$ cat src/sv/fir_pkg.sv
package fir_pkg;

  localparam int PAGE_BYTES_DEF = 256;
  localparam int FRAME_BYTES    = 8;
  localparam int IDX_W          = 4;

  localparam logic [7:0]  HEADER_MARK      = 8'd16;
  localparam logic [7:0]  CHECK_XOR        = 8'hFF;
  localparam logic [31:0] FLASH_BASE_RESET = 32'h0800_8000;
  localparam logic [31:0] WORD_BYTES       = 32'd4;

  // page store: 256 bytes kept as four byte lanes of 64 rows
  localparam int STORE_DEPTH = 256;
  localparam int STORE_AW    = 8;
  localparam int LANES       = 4;
  localparam int LANE_W      = 2;
  localparam int ROWS        = STORE_DEPTH / LANES;
  localparam int ROW_W       = STORE_AW - LANE_W;

  localparam int              APB_AW          = 2;
  localparam logic [APB_AW-1:0] ADDR_FLASH_BASE = 2'd0;

  typedef enum logic [2:0] {
    S_IDLE,
    S_BYTE,
    S_END,
    S_EMIT_RD,
    S_EMIT_WR,
    S_DONE
  } state_t;

  typedef struct packed {
    logic                we;
    logic [STORE_AW-1:0] waddr;
    logic [7:0]          wdata;
    logic                re;
    logic [ROW_W-1:0]    rrow;
  } pbuf_req_t;

  // end-around byte sum: past 255 take off 255
  function automatic logic [7:0] csum_add(logic [7:0] s, logic [7:0] b);
    logic [8:0] t;
    t = {1'b0, s} + {1'b0, b};
    return t[8] ? (t[7:0] + 8'd1) : t[7:0];
  endfunction

endpackage

$ cat src/sv/fir_if.sv
interface fir_frame_if;
  logic       valid;
  logic       ready;
  logic [7:0] byte_0;
  logic [7:0] byte_1;
  logic [7:0] byte_2;
  logic [7:0] byte_3;
  logic [7:0] byte_4;
  logic [7:0] byte_5;
  logic [7:0] byte_6;
  logic [7:0] byte_7;

  modport source (
    output valid, byte_0, byte_1, byte_2, byte_3, byte_4, byte_5, byte_6, byte_7,
    input  ready
  );
  modport sink (
    input  valid, byte_0, byte_1, byte_2, byte_3, byte_4, byte_5, byte_6, byte_7,
    output ready
  );
endinterface

interface fir_result_if;
  logic        valid;
  logic        ready;
  logic        write_valid;
  logic [31:0] flash_address;
  logic [31:0] flash_word;
  logic        acknowledge;
  logic        finished;
  logic        image_ok;
  logic        last;

  modport source (
    output valid, write_valid, flash_address, flash_word, acknowledge, finished,
           image_ok, last,
    input  ready
  );
  modport sink (
    input  valid, write_valid, flash_address, flash_word, acknowledge, finished,
           image_ok, last,
    output ready
  );
endinterface

$ cat src/sv/fir_ram.sv
module fir_ram #(
  parameter int WIDTH = 8,
  parameter int DEPTH = 64
) (
  input  logic                     clk,
  input  logic                     we,
  input  logic [$clog2(DEPTH)-1:0] waddr,
  input  logic [WIDTH-1:0]         wdata,
  input  logic                     re,
  input  logic [$clog2(DEPTH)-1:0] raddr,
  output logic [WIDTH-1:0]         rdata
);

  logic [WIDTH-1:0] mem [DEPTH];

  always_ff @(posedge clk) begin
    if (we) begin
      mem[waddr] <= wdata;
    end
    if (re) begin
      rdata <= mem[raddr];
    end
  end

endmodule

$ cat src/sv/fir_page_buf.sv
module fir_page_buf (
  input  logic              clk,
  input  logic              rst,
  input  fir_pkg::pbuf_req_t req,
  output logic [31:0]       word
);

  logic [fir_pkg::STORE_DEPTH-1:0] valid;
  logic [fir_pkg::LANES-1:0]       lane_vld;

  // bytes never written since reset read as zero
  always_ff @(posedge clk) begin
    if (rst) begin
      valid <= '0;
    end else if (req.we) begin
      valid[req.waddr] <= 1'b1;
    end
  end

  genvar k;
  for (k = 0; k < fir_pkg::LANES; k++) begin : g_lane
    logic       lane_we;
    logic [7:0] lane_rdata;

    assign lane_we = req.we && (req.waddr[fir_pkg::LANE_W-1:0] == fir_pkg::LANE_W'(k));

    fir_ram #(
      .WIDTH(8),
      .DEPTH(fir_pkg::ROWS)
    ) u_ram (
      .clk  (clk),
      .we   (lane_we),
      .waddr(req.waddr[fir_pkg::STORE_AW-1:fir_pkg::LANE_W]),
      .wdata(req.wdata),
      .re   (req.re),
      .raddr(req.rrow),
      .rdata(lane_rdata)
    );

    always_ff @(posedge clk) begin
      if (rst) begin
        lane_vld[k] <= 1'b0;
      end else if (req.re) begin
        lane_vld[k] <= valid[{req.rrow, fir_pkg::LANE_W'(k)}];
      end
    end

    assign word[8*k +: 8] = lane_vld[k] ? lane_rdata : 8'd0;
  end

endmodule

$ cat src/sv/firmware_image_receiver_top.sv
// Channel   Dir  Handshake     Word
// frame     in   valid/ready   byte_0 .. byte_7 (one 8-byte frame)
// result    out  valid/ready   write_valid, flash_address, flash_word, acknowledge,
//                              finished, image_ok, last
// apb       in   psel/penable  flash_base at offset 0
//
// A data frame runs: accept, 8 byte steps through one byte-wide sum/store unit, an end
// step and a result. Word writes replace the empty result: a full page, or the tail at
// the end of the image, goes out one flash word a cycle from the 4-lane page store while
// the result slot is free. A header is answered via S_DONE; frames are taken in idle only.
// Reset is synchronous; page store bytes have valid bits, so no clearing pass.
// A stalled result holds in the output register and the sequencer waits on it.
module firmware_image_receiver_top #(
  parameter int PAGE_BYTES = fir_pkg::PAGE_BYTES_DEF
) (
  input  logic                       clk,
  input  logic                       rst,
  fir_frame_if.sink                  frame,
  fir_result_if.source               result,
  input  logic                       psel,
  input  logic                       penable,
  input  logic                       pwrite,
  input  logic [fir_pkg::APB_AW-1:0] paddr,
  input  logic [31:0]                pwdata,
  output logic [31:0]                prdata,
  output logic                       pready
);

  localparam int FILL_W = $clog2(PAGE_BYTES);
  localparam int NWORDS = (PAGE_BYTES + 3) / 4;

  fir_pkg::state_t state, state_next;

  logic [31:0]                  flash_base;
  logic [8*fir_pkg::FRAME_BYTES-1:0] frame_q;
  logic [fir_pkg::IDX_W-1:0]    idx;
  logic                         transfer_open;
  logic [31:0]                  remaining;
  logic [FILL_W-1:0]            fill;
  logic [7:0]                   sum;
  logic [7:0]                   expected;
  logic [31:0]                  write_pointer;
  logic [31:0]                  word_addr;
  logic [fir_pkg::ROW_W-1:0]    words_left;
  logic [fir_pkg::ROW_W-1:0]    rd_row;
  logic                         emit_page;
  logic                         emit_last;
  logic                         emit_fin;
  logic                         wrote_any;
  logic                         fin_flag;

  logic                         out_valid;
  logic                         out_write_valid;
  logic [31:0]                  out_addr;
  logic [31:0]                  out_word;
  logic                         out_last;
  logic                         out_fin;
  logic                         out_ok;

  logic                         frame_fire;
  logic                         is_header;
  logic                         slot_free;
  logic                         byte_store;
  logic                         page_full;
  logic                         rd_en;
  logic                         load_word;
  logic                         load_empty;
  logic                         check_ok;
  logic [31:0]                  rem_dec;
  logic [2:0]                   bytes_after;
  logic                         tail_follows;
  logic [31:0]                  size_in;
  logic [31:0]                  pbuf_word;
  fir_pkg::pbuf_req_t           pbuf_req;

  assign frame_fire = frame.valid && frame.ready;
  assign is_header  = (frame.byte_0 == fir_pkg::HEADER_MARK);
  assign slot_free  = !out_valid || result.ready;
  assign check_ok   = ((sum ^ fir_pkg::CHECK_XOR) == expected);
  assign rem_dec    = remaining - 32'd1;
  assign bytes_after = 3'd7 - idx[2:0];
  // a flush mid-frame is not the last result when the rest of the frame ends the image
  assign tail_follows = (rem_dec != 32'd0) && (rem_dec[31:3] == '0) &&
                        (rem_dec[2:0] <= bytes_after);
  assign size_in = {frame.byte_4, frame.byte_3, frame.byte_2, frame.byte_1};

  // ---------------- sequencer ----------------
  always_comb begin
    state_next = state;
    unique case (state)
      fir_pkg::S_IDLE: begin
        if (frame_fire) begin
          if (transfer_open) begin
            state_next = fir_pkg::S_BYTE;
          end else if (is_header) begin
            state_next = fir_pkg::S_DONE;
          end
        end
      end
      fir_pkg::S_BYTE: begin
        if (page_full) begin
          state_next = fir_pkg::S_EMIT_RD;
        end else if (idx == fir_pkg::IDX_W'(fir_pkg::FRAME_BYTES - 1)) begin
          state_next = fir_pkg::S_END;
        end
      end
      fir_pkg::S_END: begin
        if (remaining == 32'd0 && fill != '0) begin
          state_next = fir_pkg::S_EMIT_RD;
        end else if (wrote_any) begin
          state_next = fir_pkg::S_IDLE;
        end else begin
          state_next = fir_pkg::S_DONE;
        end
      end
      fir_pkg::S_EMIT_RD: begin
        state_next = fir_pkg::S_EMIT_WR;
      end
      fir_pkg::S_EMIT_WR: begin
        if (slot_free && words_left == '0) begin
          if (!emit_page) begin
            state_next = fir_pkg::S_IDLE;
          end else if (idx == fir_pkg::IDX_W'(fir_pkg::FRAME_BYTES)) begin
            state_next = fir_pkg::S_END;
          end else begin
            state_next = fir_pkg::S_BYTE;
          end
        end
      end
      fir_pkg::S_DONE: begin
        if (slot_free) begin
          state_next = fir_pkg::S_IDLE;
        end
      end
      default: state_next = fir_pkg::S_IDLE;
    endcase
  end

  always_comb begin
    frame.ready = 1'b0;
    byte_store  = 1'b0;
    page_full   = 1'b0;
    rd_en       = 1'b0;
    load_word   = 1'b0;
    load_empty  = 1'b0;
    unique case (state)
      fir_pkg::S_IDLE: frame.ready = 1'b1;
      fir_pkg::S_BYTE: begin
        byte_store = (remaining != 32'd0);
        page_full  = byte_store && (fill == FILL_W'(PAGE_BYTES - 1));
      end
      fir_pkg::S_END:     ;
      fir_pkg::S_EMIT_RD: rd_en = 1'b1;
      fir_pkg::S_EMIT_WR: begin
        load_word = slot_free;
        rd_en     = slot_free && (words_left != '0);
      end
      fir_pkg::S_DONE: load_empty = slot_free;
      default: ;
    endcase
  end

  // ---------------- control state ----------------
  always_ff @(posedge clk) begin
    if (rst) begin
      state         <= fir_pkg::S_IDLE;
      flash_base    <= fir_pkg::FLASH_BASE_RESET;
      idx           <= '0;
      transfer_open <= 1'b0;
      remaining     <= '0;
      fill          <= '0;
      sum           <= '0;
      expected      <= '0;
      write_pointer <= fir_pkg::FLASH_BASE_RESET;
      words_left    <= '0;
      rd_row        <= '0;
      emit_page     <= 1'b0;
      emit_last     <= 1'b0;
      emit_fin      <= 1'b0;
      wrote_any     <= 1'b0;
      fin_flag      <= 1'b0;
      out_valid     <= 1'b0;
    end else begin
      state <= state_next;

      if (psel && penable && pwrite && pready && paddr == fir_pkg::ADDR_FLASH_BASE) begin
        flash_base <= pwdata;
      end

      if (frame_fire) begin
        idx       <= '0;
        wrote_any <= 1'b0;
        fin_flag  <= 1'b0;
        if (!transfer_open && is_header) begin
          write_pointer <= flash_base;
          remaining     <= size_in;
          expected      <= frame.byte_5;
          fill          <= '0;
          sum           <= '0;
          transfer_open <= 1'b1;
        end
      end

      if (state == fir_pkg::S_BYTE) begin
        idx <= idx + fir_pkg::IDX_W'(1);
      end

      if (byte_store) begin
        remaining <= rem_dec;
        sum       <= fir_pkg::csum_add(sum, frame_q[7:0]);
        if (!page_full) begin
          fill <= fill + FILL_W'(1);
        end
      end

      if (page_full) begin
        words_left <= fir_pkg::ROW_W'(NWORDS - 1);
        rd_row     <= '0;
        emit_page  <= 1'b1;
        emit_last  <= !tail_follows;
        emit_fin   <= (rem_dec == 32'd0);
        wrote_any  <= 1'b1;
      end

      if (state == fir_pkg::S_END && remaining == 32'd0) begin
        transfer_open <= 1'b0;
        fin_flag      <= 1'b1;
        if (fill != '0) begin
          words_left <= fir_pkg::ROW_W'((fir_pkg::STORE_AW'(fill) -
                                         fir_pkg::STORE_AW'(1)) >> 2);
          rd_row     <= '0;
          emit_page  <= 1'b0;
          emit_last  <= 1'b1;
          emit_fin   <= 1'b1;
          wrote_any  <= 1'b1;
        end
      end

      if (rd_en) begin
        rd_row <= rd_row + fir_pkg::ROW_W'(1);
      end

      if (load_word) begin
        if (words_left != '0) begin
          words_left <= words_left - fir_pkg::ROW_W'(1);
        end else if (emit_page) begin
          write_pointer <= write_pointer + 32'(PAGE_BYTES);
          fill          <= '0;
        end
      end

      if (load_word || load_empty) begin
        out_valid <= 1'b1;
      end else if (result.ready) begin
        out_valid <= 1'b0;
      end
    end
  end

  // ---------------- payload ----------------
  always_ff @(posedge clk) begin
    if (frame_fire) begin
      frame_q <= {frame.byte_7, frame.byte_6, frame.byte_5, frame.byte_4,
                  frame.byte_3, frame.byte_2, frame.byte_1, frame.byte_0};
    end else if (state == fir_pkg::S_BYTE) begin
      frame_q <= frame_q >> 8;
    end

    if (page_full || (state == fir_pkg::S_END && remaining == 32'd0)) begin
      word_addr <= write_pointer;
    end else if (load_word) begin
      word_addr <= word_addr + fir_pkg::WORD_BYTES;
    end

    if (load_word) begin
      out_write_valid <= 1'b1;
      out_addr        <= word_addr;
      out_word        <= pbuf_word;
      out_last        <= emit_last && (words_left == '0);
      out_fin         <= emit_last && emit_fin && (words_left == '0);
      out_ok          <= emit_last && emit_fin && (words_left == '0) && check_ok;
    end else if (load_empty) begin
      out_write_valid <= 1'b0;
      out_addr        <= '0;
      out_word        <= '0;
      out_last        <= 1'b1;
      out_fin         <= fin_flag;
      out_ok          <= fin_flag && check_ok;
    end
  end

  assign pbuf_req.we    = byte_store;
  assign pbuf_req.waddr = fir_pkg::STORE_AW'(fill);
  assign pbuf_req.wdata = frame_q[7:0];
  assign pbuf_req.re    = rd_en;
  assign pbuf_req.rrow  = rd_row;

  fir_page_buf u_page_buf (
    .clk (clk),
    .rst (rst),
    .req (pbuf_req),
    .word(pbuf_word)
  );

  assign result.valid         = out_valid;
  assign result.write_valid   = out_write_valid;
  assign result.flash_address = out_addr;
  assign result.flash_word    = out_word;
  assign result.acknowledge   = out_last;
  assign result.finished      = out_fin;
  assign result.image_ok      = out_ok;
  assign result.last          = out_last;

  assign pready = 1'b1;
  assign prdata = (paddr == fir_pkg::ADDR_FLASH_BASE) ? flash_base : 32'd0;

  // ---------------- assertions ----------------
  a_idle_drop: assert property (@(posedge clk) disable iff (rst)
    (frame_fire && !transfer_open && !is_header) |=> (state == fir_pkg::S_IDLE))
    else $error("ignored frame left idle");

  a_header: assert property (@(posedge clk) disable iff (rst)
    (frame_fire && !transfer_open && is_header) |=>
      (transfer_open && state == fir_pkg::S_DONE && remaining == $past(size_in)))
    else $error("header did not open transfer");

  a_fill_range: assert property (@(posedge clk) disable iff (rst)
    (int'(fill) < PAGE_BYTES))
    else $error("fill index past page");

  a_byte_open: assert property (@(posedge clk) disable iff (rst)
    (state == fir_pkg::S_BYTE) |-> transfer_open)
    else $error("byte step with no open transfer");

  a_fin_last: assert property (@(posedge clk) disable iff (rst)
    (out_valid && out_fin) |-> out_last)
    else $error("finished word not marked last");

endmodule
$ cat src/flat_wrapper.sv
// flat-port wrapper written by rule: the top's interface ports become plain ports
module firmware_image_receiver_top_flat 
#(
  parameter int PAGE_BYTES = fir_pkg::PAGE_BYTES_DEF
)
  (clk, rst, psel, penable, pwrite, paddr, pwdata, prdata, pready, frame_valid, frame_byte_0, frame_byte_1, frame_byte_2, frame_byte_3, frame_byte_4, frame_byte_5, frame_byte_6, frame_byte_7, frame_ready, result_valid, result_write_valid, result_flash_address, result_flash_word, result_acknowledge, result_finished, result_image_ok, result_last, result_ready);
  fir_frame_if frame_i ();
  fir_result_if result_i ();
  input  logic clk;
  input  logic rst;
  input  logic psel;
  input  logic penable;
  input  logic pwrite;
  input  logic [fir_pkg::APB_AW-1:0] paddr;
  input  logic [31:0] pwdata;
  output logic [31:0] prdata;
  output logic pready;
  input wire logic [$bits(frame_i.valid)-1:0] frame_valid;
  input wire logic [$bits(frame_i.byte_0)-1:0] frame_byte_0;
  input wire logic [$bits(frame_i.byte_1)-1:0] frame_byte_1;
  input wire logic [$bits(frame_i.byte_2)-1:0] frame_byte_2;
  input wire logic [$bits(frame_i.byte_3)-1:0] frame_byte_3;
  input wire logic [$bits(frame_i.byte_4)-1:0] frame_byte_4;
  input wire logic [$bits(frame_i.byte_5)-1:0] frame_byte_5;
  input wire logic [$bits(frame_i.byte_6)-1:0] frame_byte_6;
  input wire logic [$bits(frame_i.byte_7)-1:0] frame_byte_7;
  output wire logic [$bits(frame_i.ready)-1:0] frame_ready;
  output wire logic [$bits(result_i.valid)-1:0] result_valid;
  output wire logic [$bits(result_i.write_valid)-1:0] result_write_valid;
  output wire logic [$bits(result_i.flash_address)-1:0] result_flash_address;
  output wire logic [$bits(result_i.flash_word)-1:0] result_flash_word;
  output wire logic [$bits(result_i.acknowledge)-1:0] result_acknowledge;
  output wire logic [$bits(result_i.finished)-1:0] result_finished;
  output wire logic [$bits(result_i.image_ok)-1:0] result_image_ok;
  output wire logic [$bits(result_i.last)-1:0] result_last;
  input wire logic [$bits(result_i.ready)-1:0] result_ready;
  assign frame_i.valid = frame_valid;
  assign frame_i.byte_0 = frame_byte_0;
  assign frame_i.byte_1 = frame_byte_1;
  assign frame_i.byte_2 = frame_byte_2;
  assign frame_i.byte_3 = frame_byte_3;
  assign frame_i.byte_4 = frame_byte_4;
  assign frame_i.byte_5 = frame_byte_5;
  assign frame_i.byte_6 = frame_byte_6;
  assign frame_i.byte_7 = frame_byte_7;
  assign frame_ready = frame_i.ready;
  assign result_valid = result_i.valid;
  assign result_write_valid = result_i.write_valid;
  assign result_flash_address = result_i.flash_address;
  assign result_flash_word = result_i.flash_word;
  assign result_acknowledge = result_i.acknowledge;
  assign result_finished = result_i.finished;
  assign result_image_ok = result_i.image_ok;
  assign result_last = result_i.last;
  assign result_i.ready = result_ready;
  firmware_image_receiver_top #(.PAGE_BYTES(PAGE_BYTES)) u_core (.clk(clk), .rst(rst), .frame(frame_i), .result(result_i), .psel(psel), .penable(penable), .pwrite(pwrite), .paddr(paddr), .pwdata(pwdata), .prdata(prdata), .pready(pready));
endmodule
$ cat config.mk
export PLATFORM = sky130hd
export DESIGN_NAME = firmware_image_receiver_top_flat
export DESIGN_NICKNAME = d
export VERILOG_FILES = /design/src/sv/fir_pkg.sv /design/src/sv/fir_if.sv /design/src/sv/fir_ram.sv /design/src/sv/fir_page_buf.sv /design/src/sv/firmware_image_receiver_top.sv /design/src/flat_wrapper.sv
export SDC_FILE = /design/constraint.sdc
export NUM_CORES = 2
export LEC_CHECK = 0
export ABC_CLOCK_PERIOD_IN_PS = 5500
export BUFFER_PORTS_ARGS = -buffer_cell sky130_fd_sc_hd__buf_2
export CORE_ASPECT_RATIO = 1.1
export CORE_MARGIN = 3
export CORE_UTILIZATION = 56
export DETAILED_ROUTE_END_ITERATION = 7
export PLACE_DENSITY_LB_ADDON = 0.15
export SLEW_MARGIN = 20
export SYNTH_ARGS = -nofsm -noshare
export SYNTH_HDL_FRONTEND = slang
export SYNTH_SLANG_ARGS = --single-unit
$ cat constraint.sdc
create_clock -name clk -period 5.5 [get_ports clk]
set_input_delay 0.825 -clock clk [delete_from_list [all_inputs] [get_ports clk]]
set_output_delay 0.825 -clock clk [all_outputs]
set_load 0.01 [all_outputs]
Yosys cells after proc, flatten, opt, wreduce, memory -nomap -nowiden
Memory sizes are Yosys's and may differ from the RTL's. A register that Yosys moved wholly into a read port is not among the register bits.
Index checks and enable logic that the tools add are counted.
{"block": "classes", "n_addsub": 11, "n_lt_le_gt_ge": 7, "n_eq_ne": 18, "mux": 101, "n_bitwise": 2, "n_reduce_logical": 50}
{"cell": "two-way mux 32 bit", "count": 14}
{"cell": "bitwise OR 256 bit", "count": 1}
{"cell": "two-way mux 64 bit", "count": 2}
{"cell": "two-way mux 8 bit", "count": 15}
{"cell": "logical NOT 32 bit", "count": 2}
{"cell": "nonzero test 32 bit", "count": 2}
{"cell": "two-way mux 6 bit", "count": 9}
{"cell": "< comparator 8 x 9 -> 1 bit, second input constant", "count": 5}
{"cell": "two-way mux 1 bit", "count": 41}
{"cell": "adder 32 x 3 -> 32 bit, second input constant", "count": 1}
{"cell": "adder 32 x 9 -> 32 bit, second input constant", "count": 1}
{"cell": "subtractor 32 x 1 -> 32 bit, second input constant", "count": 1}
{"cell": "two-way mux 3 bit", "count": 10}
{"cell": "logical NOT 29 bit", "count": 1}
{"cell": "binary-select mux 1 bit (select 6 bit)", "count": 4}
{"cell": "logical AND 1 bit", "count": 22}
{"cell": "case mux 3 bit (6 select lines)", "count": 1}
{"cell": "adder 8 x 1 -> 8 bit, second input constant", "count": 2}
{"cell": "nonzero test 2 bit", "count": 7}
{"cell": "adder 8 x 8 -> 9 bit", "count": 1}
{"cell": "demux 1 bit (select 8 bit)", "count": 1}
{"cell": "equality test 8 x 5 -> 1 bit, second input constant", "count": 1}
{"cell": "equality test 8 bit", "count": 1}
{"cell": "equality test 8 bit, second input constant", "count": 1}
{"cell": "other kinds (30)", "count": 43}
{"block": "totals", "register_bits": 570, "ram_bits": 2048, "inputBits": 105, "output_inout_bits": 104, "wordCells": 223, "mem_count": 4}
{"name": "u_core.u_page_buf.g_lane[0].u_ram.mem", "words": 64, "word_bits": 8, "read_ports": 1, "rd_ports_with_merged_regs": 1, "wr": 1, "line": "fir_ram.sv:14", "text": "logic [WIDTH-1:0] mem [DEPTH];"}
{"name": "u_core.u_page_buf.g_lane[1].u_ram.mem", "words": 64, "word_bits": 8, "read_ports": 1, "rd_ports_with_merged_regs": 1, "wr": 1, "line": "fir_ram.sv:14"}
{"name": "u_core.u_page_buf.g_lane[2].u_ram.mem", "words": 64, "word_bits": 8, "read_ports": 1, "rd_ports_with_merged_regs": 1, "wr": 1, "line": "fir_ram.sv:14"}
{"name": "u_core.u_page_buf.g_lane[3].u_ram.mem", "words": 64, "word_bits": 8, "read_ports": 1, "rd_ports_with_merged_regs": 1, "wr": 1, "line": "fir_ram.sv:14"}

Longest topological paths before layout
{"block": "logic_depth", "word_depth": 9, "mapped_depth": 13, "ltp_nobuf": 10}

Cells and area by module
A second synthesis with hierarchy kept.
{"block": "unflattened", "cells_unflattened": 6585, "hier_area_um2": 106686.1}
{"mod": "fir_ram", "n_inst": 4, "cells_per_inst": 940, "area_each_um2": 20246.9, "seq_area_each_um2": 15615.0}
{"mod": "firmware_image_receiver_top", "n_inst": 1, "cells_per_inst": 1690, "area_each_um2": 15214.6, "seq_area_each_um2": 7837.5}
{"mod": "fir_page_buf", "n_inst": 1, "cells_per_inst": 1135, "area_each_um2": 10483.8, "seq_area_each_um2": 5205.0}

Worst setup path after synthesis
No wires, ideal clock.
{"block": "synth_timing", "path_type": "register -> register", "startpoint": "register u_core.frame_q[2] (netlist bit)", "endpoint": "register u_core.sum[1]", "setup_time_ps": 132, "arrival_ps": 5177, "t_required_ps": 5368, "path_slack_ps": 191, "path_stages_with_launch": 8, "n_path_buf": 0, "synth_period_minus_slack_ps": 5309, "cell_sequence": "edfxtp_1 > ha_1 > a211o_1 > a211o_1 > nand2_1 > mux2_2 > nand2_1 > a21oi_1"}
{"block": "synth_via", "elab_chain_len": 3}
{"item": "start: declaration", "line": "firmware_image_receiver_top.sv:35", "text": "logic [8*fir_pkg::FRAME_BYTES-1:0] frame_q;"}
{"item": "start signal: assignment", "line": "firmware_image_receiver_top.sv:263", "text": "frame_q <= {frame.byte_7, frame.byte_6, frame.byte_5, frame.byte_4,"}
{"item": "start signal: assignment", "line": "firmware_image_receiver_top.sv:266", "text": "frame_q <= frame_q >> 8;"}
{"item": "adder 8 x 8 -> 9 bit", "line": "fir_pkg.sv:43", "text": "t = {1'b0, s} + {1'b0, b};"}
{"item": "two-way mux 8 bit", "line": "fir_pkg.sv:44", "text": "return t[8] ? (t[7:0] + 8'd1) : t[7:0];"}
{"item": "two-way mux 8 bit", "line": "firmware_image_receiver_top.sv:208", "text": "if (byte_store) begin"}
{"item": "end signal: assignment", "line": "firmware_image_receiver_top.sv:210", "text": "sum <= fir_pkg::csum_add(sum, frame_q[7:0]);"}
{"item": "end: declaration", "line": "firmware_image_receiver_top.sv:40", "text": "logic [7:0] sum;"}
No other way between the ends.
A chain may end at the register's enable or synchronous reset.

Final worst setup path
{"block": "layout_timing", "startpoint": "register u_core.remaining[0]", "endpoint": "memory u_core.u_page_buf.g_lane[0].u_ram.mem[22][0], enable pin"}
{"block": "layout_via", "elab_chain_len": 5}
{"item": "start: declaration", "line": "firmware_image_receiver_top.sv:38", "text": "logic [31:0] remaining;"}
{"item": "start signal: assignment", "line": "firmware_image_receiver_top.sv:196", "text": "remaining <= size_in;"}
{"item": "start signal: assignment", "line": "firmware_image_receiver_top.sv:209", "text": "remaining <= rem_dec;"}
{"item": "nonzero test 32 bit", "line": "firmware_image_receiver_top.sv:149", "text": "byte_store = (remaining != 32'd0);"}
{"item": "two-way mux 1 bit", "line": "firmware_image_receiver_top.sv:146", "text": "unique case (state)"}
{"item": "logical AND 1 bit", "line": "fir_page_buf.sv:25", "text": "assign lane_we = req.we && (req.waddr[fir_pkg::LANE_W-1:0] == fir_pkg::LANE_W'(k));"}
{"item": "two-way mux 1 bit", "line": "fir_ram.sv:17", "text": "if (we) begin"}
{"item": "two-way mux 1 bit (implied by the code)", "line": "fir_ram.sv:18", "text": "mem[waddr] <= wdata;"}
{"item": "end: declaration", "line": "fir_ram.sv:14"}
No other way between the ends.

==> reports/results.txt <==
Run status - finished clean
Placement Rows - 166
Prevailing post-synth register cell - edfxtp_1
Final net count - 6388
Starting density of the core - 0.564
Cells traversed along the worst timing path - inv_1 -> ha_1 -> nor3b_1 -> and4_1 -> a31oi_4 -> nand3_2 -> nor2_1
Top-Level Pins - 209
Insertion delay of the later-clocked pin in the worst-skew pair - 0.93 ns
Cell total after placement - 8409
Number of instances resized during post-cts repair - 0
Start-to-end type of the worst setup path - reg -> reg
Overflow left after global routing - 0
Actual transition at the worst max-transition pin - 1.36 ns
Total power consumption of the routed design - 50.6 mW
Die X-Extent - 419 um
Via count - 56943
Clk pin slew, worst setup/hold paths - 0.06 ns
Combinational cell fraction of total power - 0.151
Smallest setup slack after layout - 1.45 ns
Hold-fix buffers at CTS - 0
TritonCTS clock tree - built
Number of standard cells in the layout, taps in and fillers out - 8889
Detail Route Antenna Nets - 0
Number of setup buffers added after CTS - 0
Total CTS buffers - 279
Average footprint of a synthesized cell - 17.5 um2
Total number of yosys warnings - 0
Data arrival time of the critical path - 4.58 ns
Largest clock skew in the final design - 0.0495 ns
Switching power - 13.8 mW
Data required time at the worst endpoint - 6.03 ns
Clock network fraction of total power - 0.352
Number of flops mapped to enable cells by yosys - 2243
Cell-internal power - 36.8 mW
CP Launch Type - flop
Fin crit share - 0.736
Area growth, synth to finish - 12.1%
Post-synthesis instance area - 105000 um2
Sum of net half-perimeters after detailed placement - 160000 um
Via/cell ratio - 6.41
Maximum buffer depth of the clock tree - 4
Headroom to the max-slew limit - 0.0912
First-pass GRT wire length - 385000 um
DR iter-0 viols - 7091
Power per unit of standard cell area - 430 nW/um2
Total of flip-flops plus latches after synthesis - 2650
CTS sink count - 2650
Net count of the mapped netlist - 6138
Sequential Power Share - 0.497
Floorplan die area - 193000 um2
Core Footprint - 186000 um2
Worst R2R Path Depth - 7
Setup repair after global routing missed its margin - false
Fraction of final layout cells sized beyond drive strength 1 - 0.241
Final RePlAce weighted congestion - 0.852
Crit end category - flop
Area taken by multi-input logic gates - 28000 um2
Final setup fails - 0
Max H-tree Level - 5
Routed wire length - 263000 um
Static Leakage - 36.8 nW
Max-cap violations - 0
Peak ir drop on the vdd network - 0.000458 V
Number of fill cells in the layout - 12806
Worst hold path cell count - 3
Vias in the first global route - 55869
Final Hold Fails - 0
Critical-path top delay cell - nor2_1
Share of the core filled with cells in the final layout - 0.632
Top achievable clock speed - 247 MHz
Final routed DRC violation total - 0
Total global-route track usage - 0.275
Number of buffer and inverter stages on the critical path - 1
Class of the most critical hold timing path - in -> reg
Portion of the post-synthesis area used by sequential elements - 0.720
Pre-antenna DRT Iters - 6
Family with the most delay on the worst path - simple AND/OR/NAND/NOR gates
Accumulated negative setup slack - 0 ns
Number of different library cells in the post-synthesis netlist - 81
Net switching fraction of the power - 0.272
Number of stages on the worst setup path - 7
Fraction of registers with async set/reset - 0
Area occupied by registers - 75500 um2
Largest net degree at the start of global routing - 207
Number of antenna violations at the first check in global routing - 5
Post-Synthesis Cells - 6005
Vertical extent of the die - 460 um
Peak fanout along the critical path - 23
Pre-CTS setup slack - 1.33 ns
Fin crit period - 4.05 ns
Number of buffers inserted by port buffering - 207
Delay contributed by the slowest stage of the critical path - 0.93 ns
Cell at the root of the clock tree - clkbuf_16
Number of max-slew violations in the final report - 0
Detail-routed net length per standard cell - 29.6 um
## per-layer routing
layer	part of all wire	global-route usage	up-vias
li1	-	-	24147
met1	0.40	0.395	29690
met2	0.48	0.429	2679
met3	0.081	0.0471	425
met4	0.037	0.102	2
met5	0.000046	0.00405	-
## cell type report
class / count / share of cell area
flip-flops and latches: 2650 / 0.642
inverters: 27 / 0.000861
clock buffers: 361 / 0.0644
well taps: 2436 / 0.0259
diodes: 3 / 0.0000638
multi-input cells: 2942 / 0.238
repair buffers: 355 / 0.0211
clock inverters: 115 / 0.00806
## worst reg2reg max path: stages (launching register included)
cell,delay (ns)
dfxtp_1,0.52
inv_1,0.12
ha_1,0.21
nor3b_1,0.15
and4_1,0.26
a31oi_4,0.64
nand3_2,0.84
nor2_1,0.94
## worst paths after layout
| path | startpoint | end | slack [ns] |
|---|---|---|---|
| setup / recovery | u_core.remaining[0]$_SDFFE_PP0P_ | u_core.u_page_buf.g_lane[0].u_ram.mem[22][0]$_DFFE_PP_ | 1.45 |
| setup reg to reg | u_core.remaining[0]$_SDFFE_PP0P_ | u_core.u_page_buf.g_lane[0].u_ram.mem[22][0]$_DFFE_PP_ | 1.45 |
| hold / removal | pwdata[27] | u_core.flash_base[27]$_SDFFE_PP1P_ | 0.16 |
| hold reg to reg | u_core.write_pointer[2]$_SDFFE_PP0P_ | u_core.write_pointer[2]$_SDFFE_PP0P_ | 0.46 |
## stage by stage
stage / instance area (um2) / hold slack, ns
floorplan: 105000 / 0.427
global placement: 109000 / 0.436
detailed placement: 109000 / 0.445
CTS: 118000 / 0.0831
global route: 118000 / 0.123
finish: 118000 / 0.160
## registers in the layout, summed over array words and instances, names as in the netlist, 3 cells and up
name,flops
u_core.sum,8
u_core.fill,8
u_core.write_pointer,32
u_core.u_page_buf.lane_vld,4
u_core.frame_q,64
u_core.u_page_buf.g_lane.u_ram.mem,2048
u_core.result.flash_word,32
u_core.state,3
u_core.words_left,6
u_core.result.flash_address,32
u_core.flash_base,32
u_core.idx,4
u_core.expected,8
u_core.u_page_buf.valid,256
u_core.remaining,32
u_core.rd_row,6
u_core.word_addr,32
u_core.u_page_buf.g_lane.u_ram.rdata,32
## cell usage after synthesis (5+ instances only)
cell type | number | area share
xor2_1 | 29 | 0.0024
and4_1 | 6 | 0.00050
and2_1 | 72 | 0.0043
ha_1 | 27 | 0.0032
o21ai_1 | 14 | 0.00067
o21ai_0 | 79 | 0.0038
nand2b_1 | 15 | 0.00089
a22o_1 | 16 | 0.0013
a31oi_1 | 22 | 0.0013
or4_1 | 9 | 0.00064
o22ai_1 | 12 | 0.00072
or3_1 | 15 | 0.00089
a311oi_1 | 5 | 0.00042
clkbuf_1 | 282 | 0.010
nand4_1 | 35 | 0.0021
inv_1 | 26 | 0.00093
a211oi_1 | 8 | 0.00057
nor4_1 | 28 | 0.0017
xnor2_1 | 29 | 0.0024
mux4_2 | 736 | 0.16
o31ai_1 | 8 | 0.00057
nor3b_1 | 10 | 0.00072
nor4_2 | 5 | 0.00060
o211ai_1 | 6 | 0.00043
nand4b_1 | 6 | 0.00050
nor2_1 | 691 | 0.025
nand3_1 | 62 | 0.0030
o21bai_1 | 8 | 0.00057
dfxtp_1 | 407 | 0.078
nor2_2 | 8 | 0.00048
nand2_1 | 409 | 0.015
a22oi_1 | 6 | 0.00043
buf_2 | 44 | 0.0021
and3_1 | 55 | 0.0033
buf_1 | 47 | 0.0017
a32oi_1 | 8 | 0.00067
nor2b_1 | 14 | 0.00083
nor3_1 | 53 | 0.0025
or2_2 | 9 | 0.00054
edfxtp_1 | 2243 | 0.64
nand3b_1 | 5 | 0.00036
a221oi_1 | 18 | 0.0015
buf_4 | 11 | 0.00079
a21oi_1 | 343 | 0.016
## logic make-up (layout without fill, tap and decap cells)
logic type | count (synthesis) | in the layout | share of synthesized area
other | 1 | 4 | 0.0000357
adders and majority gates | 28 | 28 | 0.00341
xor gates and xnor gates | 58 | 58 | 0.00484
and+or+nand+nor | 1529 | 1529 | 0.0653
DFF | 2650 | 2650 | 0.720
muxes | 741 | 741 | 0.158
buffers and inverters | 413 | 858 | 0.0158
AOI/OAI and AO/OA | 585 | 585 | 0.0326
## power groups by stage
stage | Clock, mW | Sequential [mW] | Combinational (mW)
after floorplan | 0 | 26.9 | 3.47
after global placement | 0 | 25.5 | 7.34
after detailed placement | 0 | 25.6 | 7.53
after CTS | 18.1 | 25.1 | 7.57
after global routing | 18.9 | 25.2 | 8.27
final | 17.8 | 25.2 | 7.63
## layout by cell type, fill, tap and decap left out, types with 64 or more instances in the layout
cell       instances
buf_2            206
a21oi_1          343
o21ai_0           79
nand2_1          408
edfxtp_1        2243
clkbuf_16        289
mux4_2           736
dfxtp_1          401
clkbuf_1          64
nor2_1           677
and2_1            71
buf_4            121
Note: power is estimated with default switching activity, not from simulation.
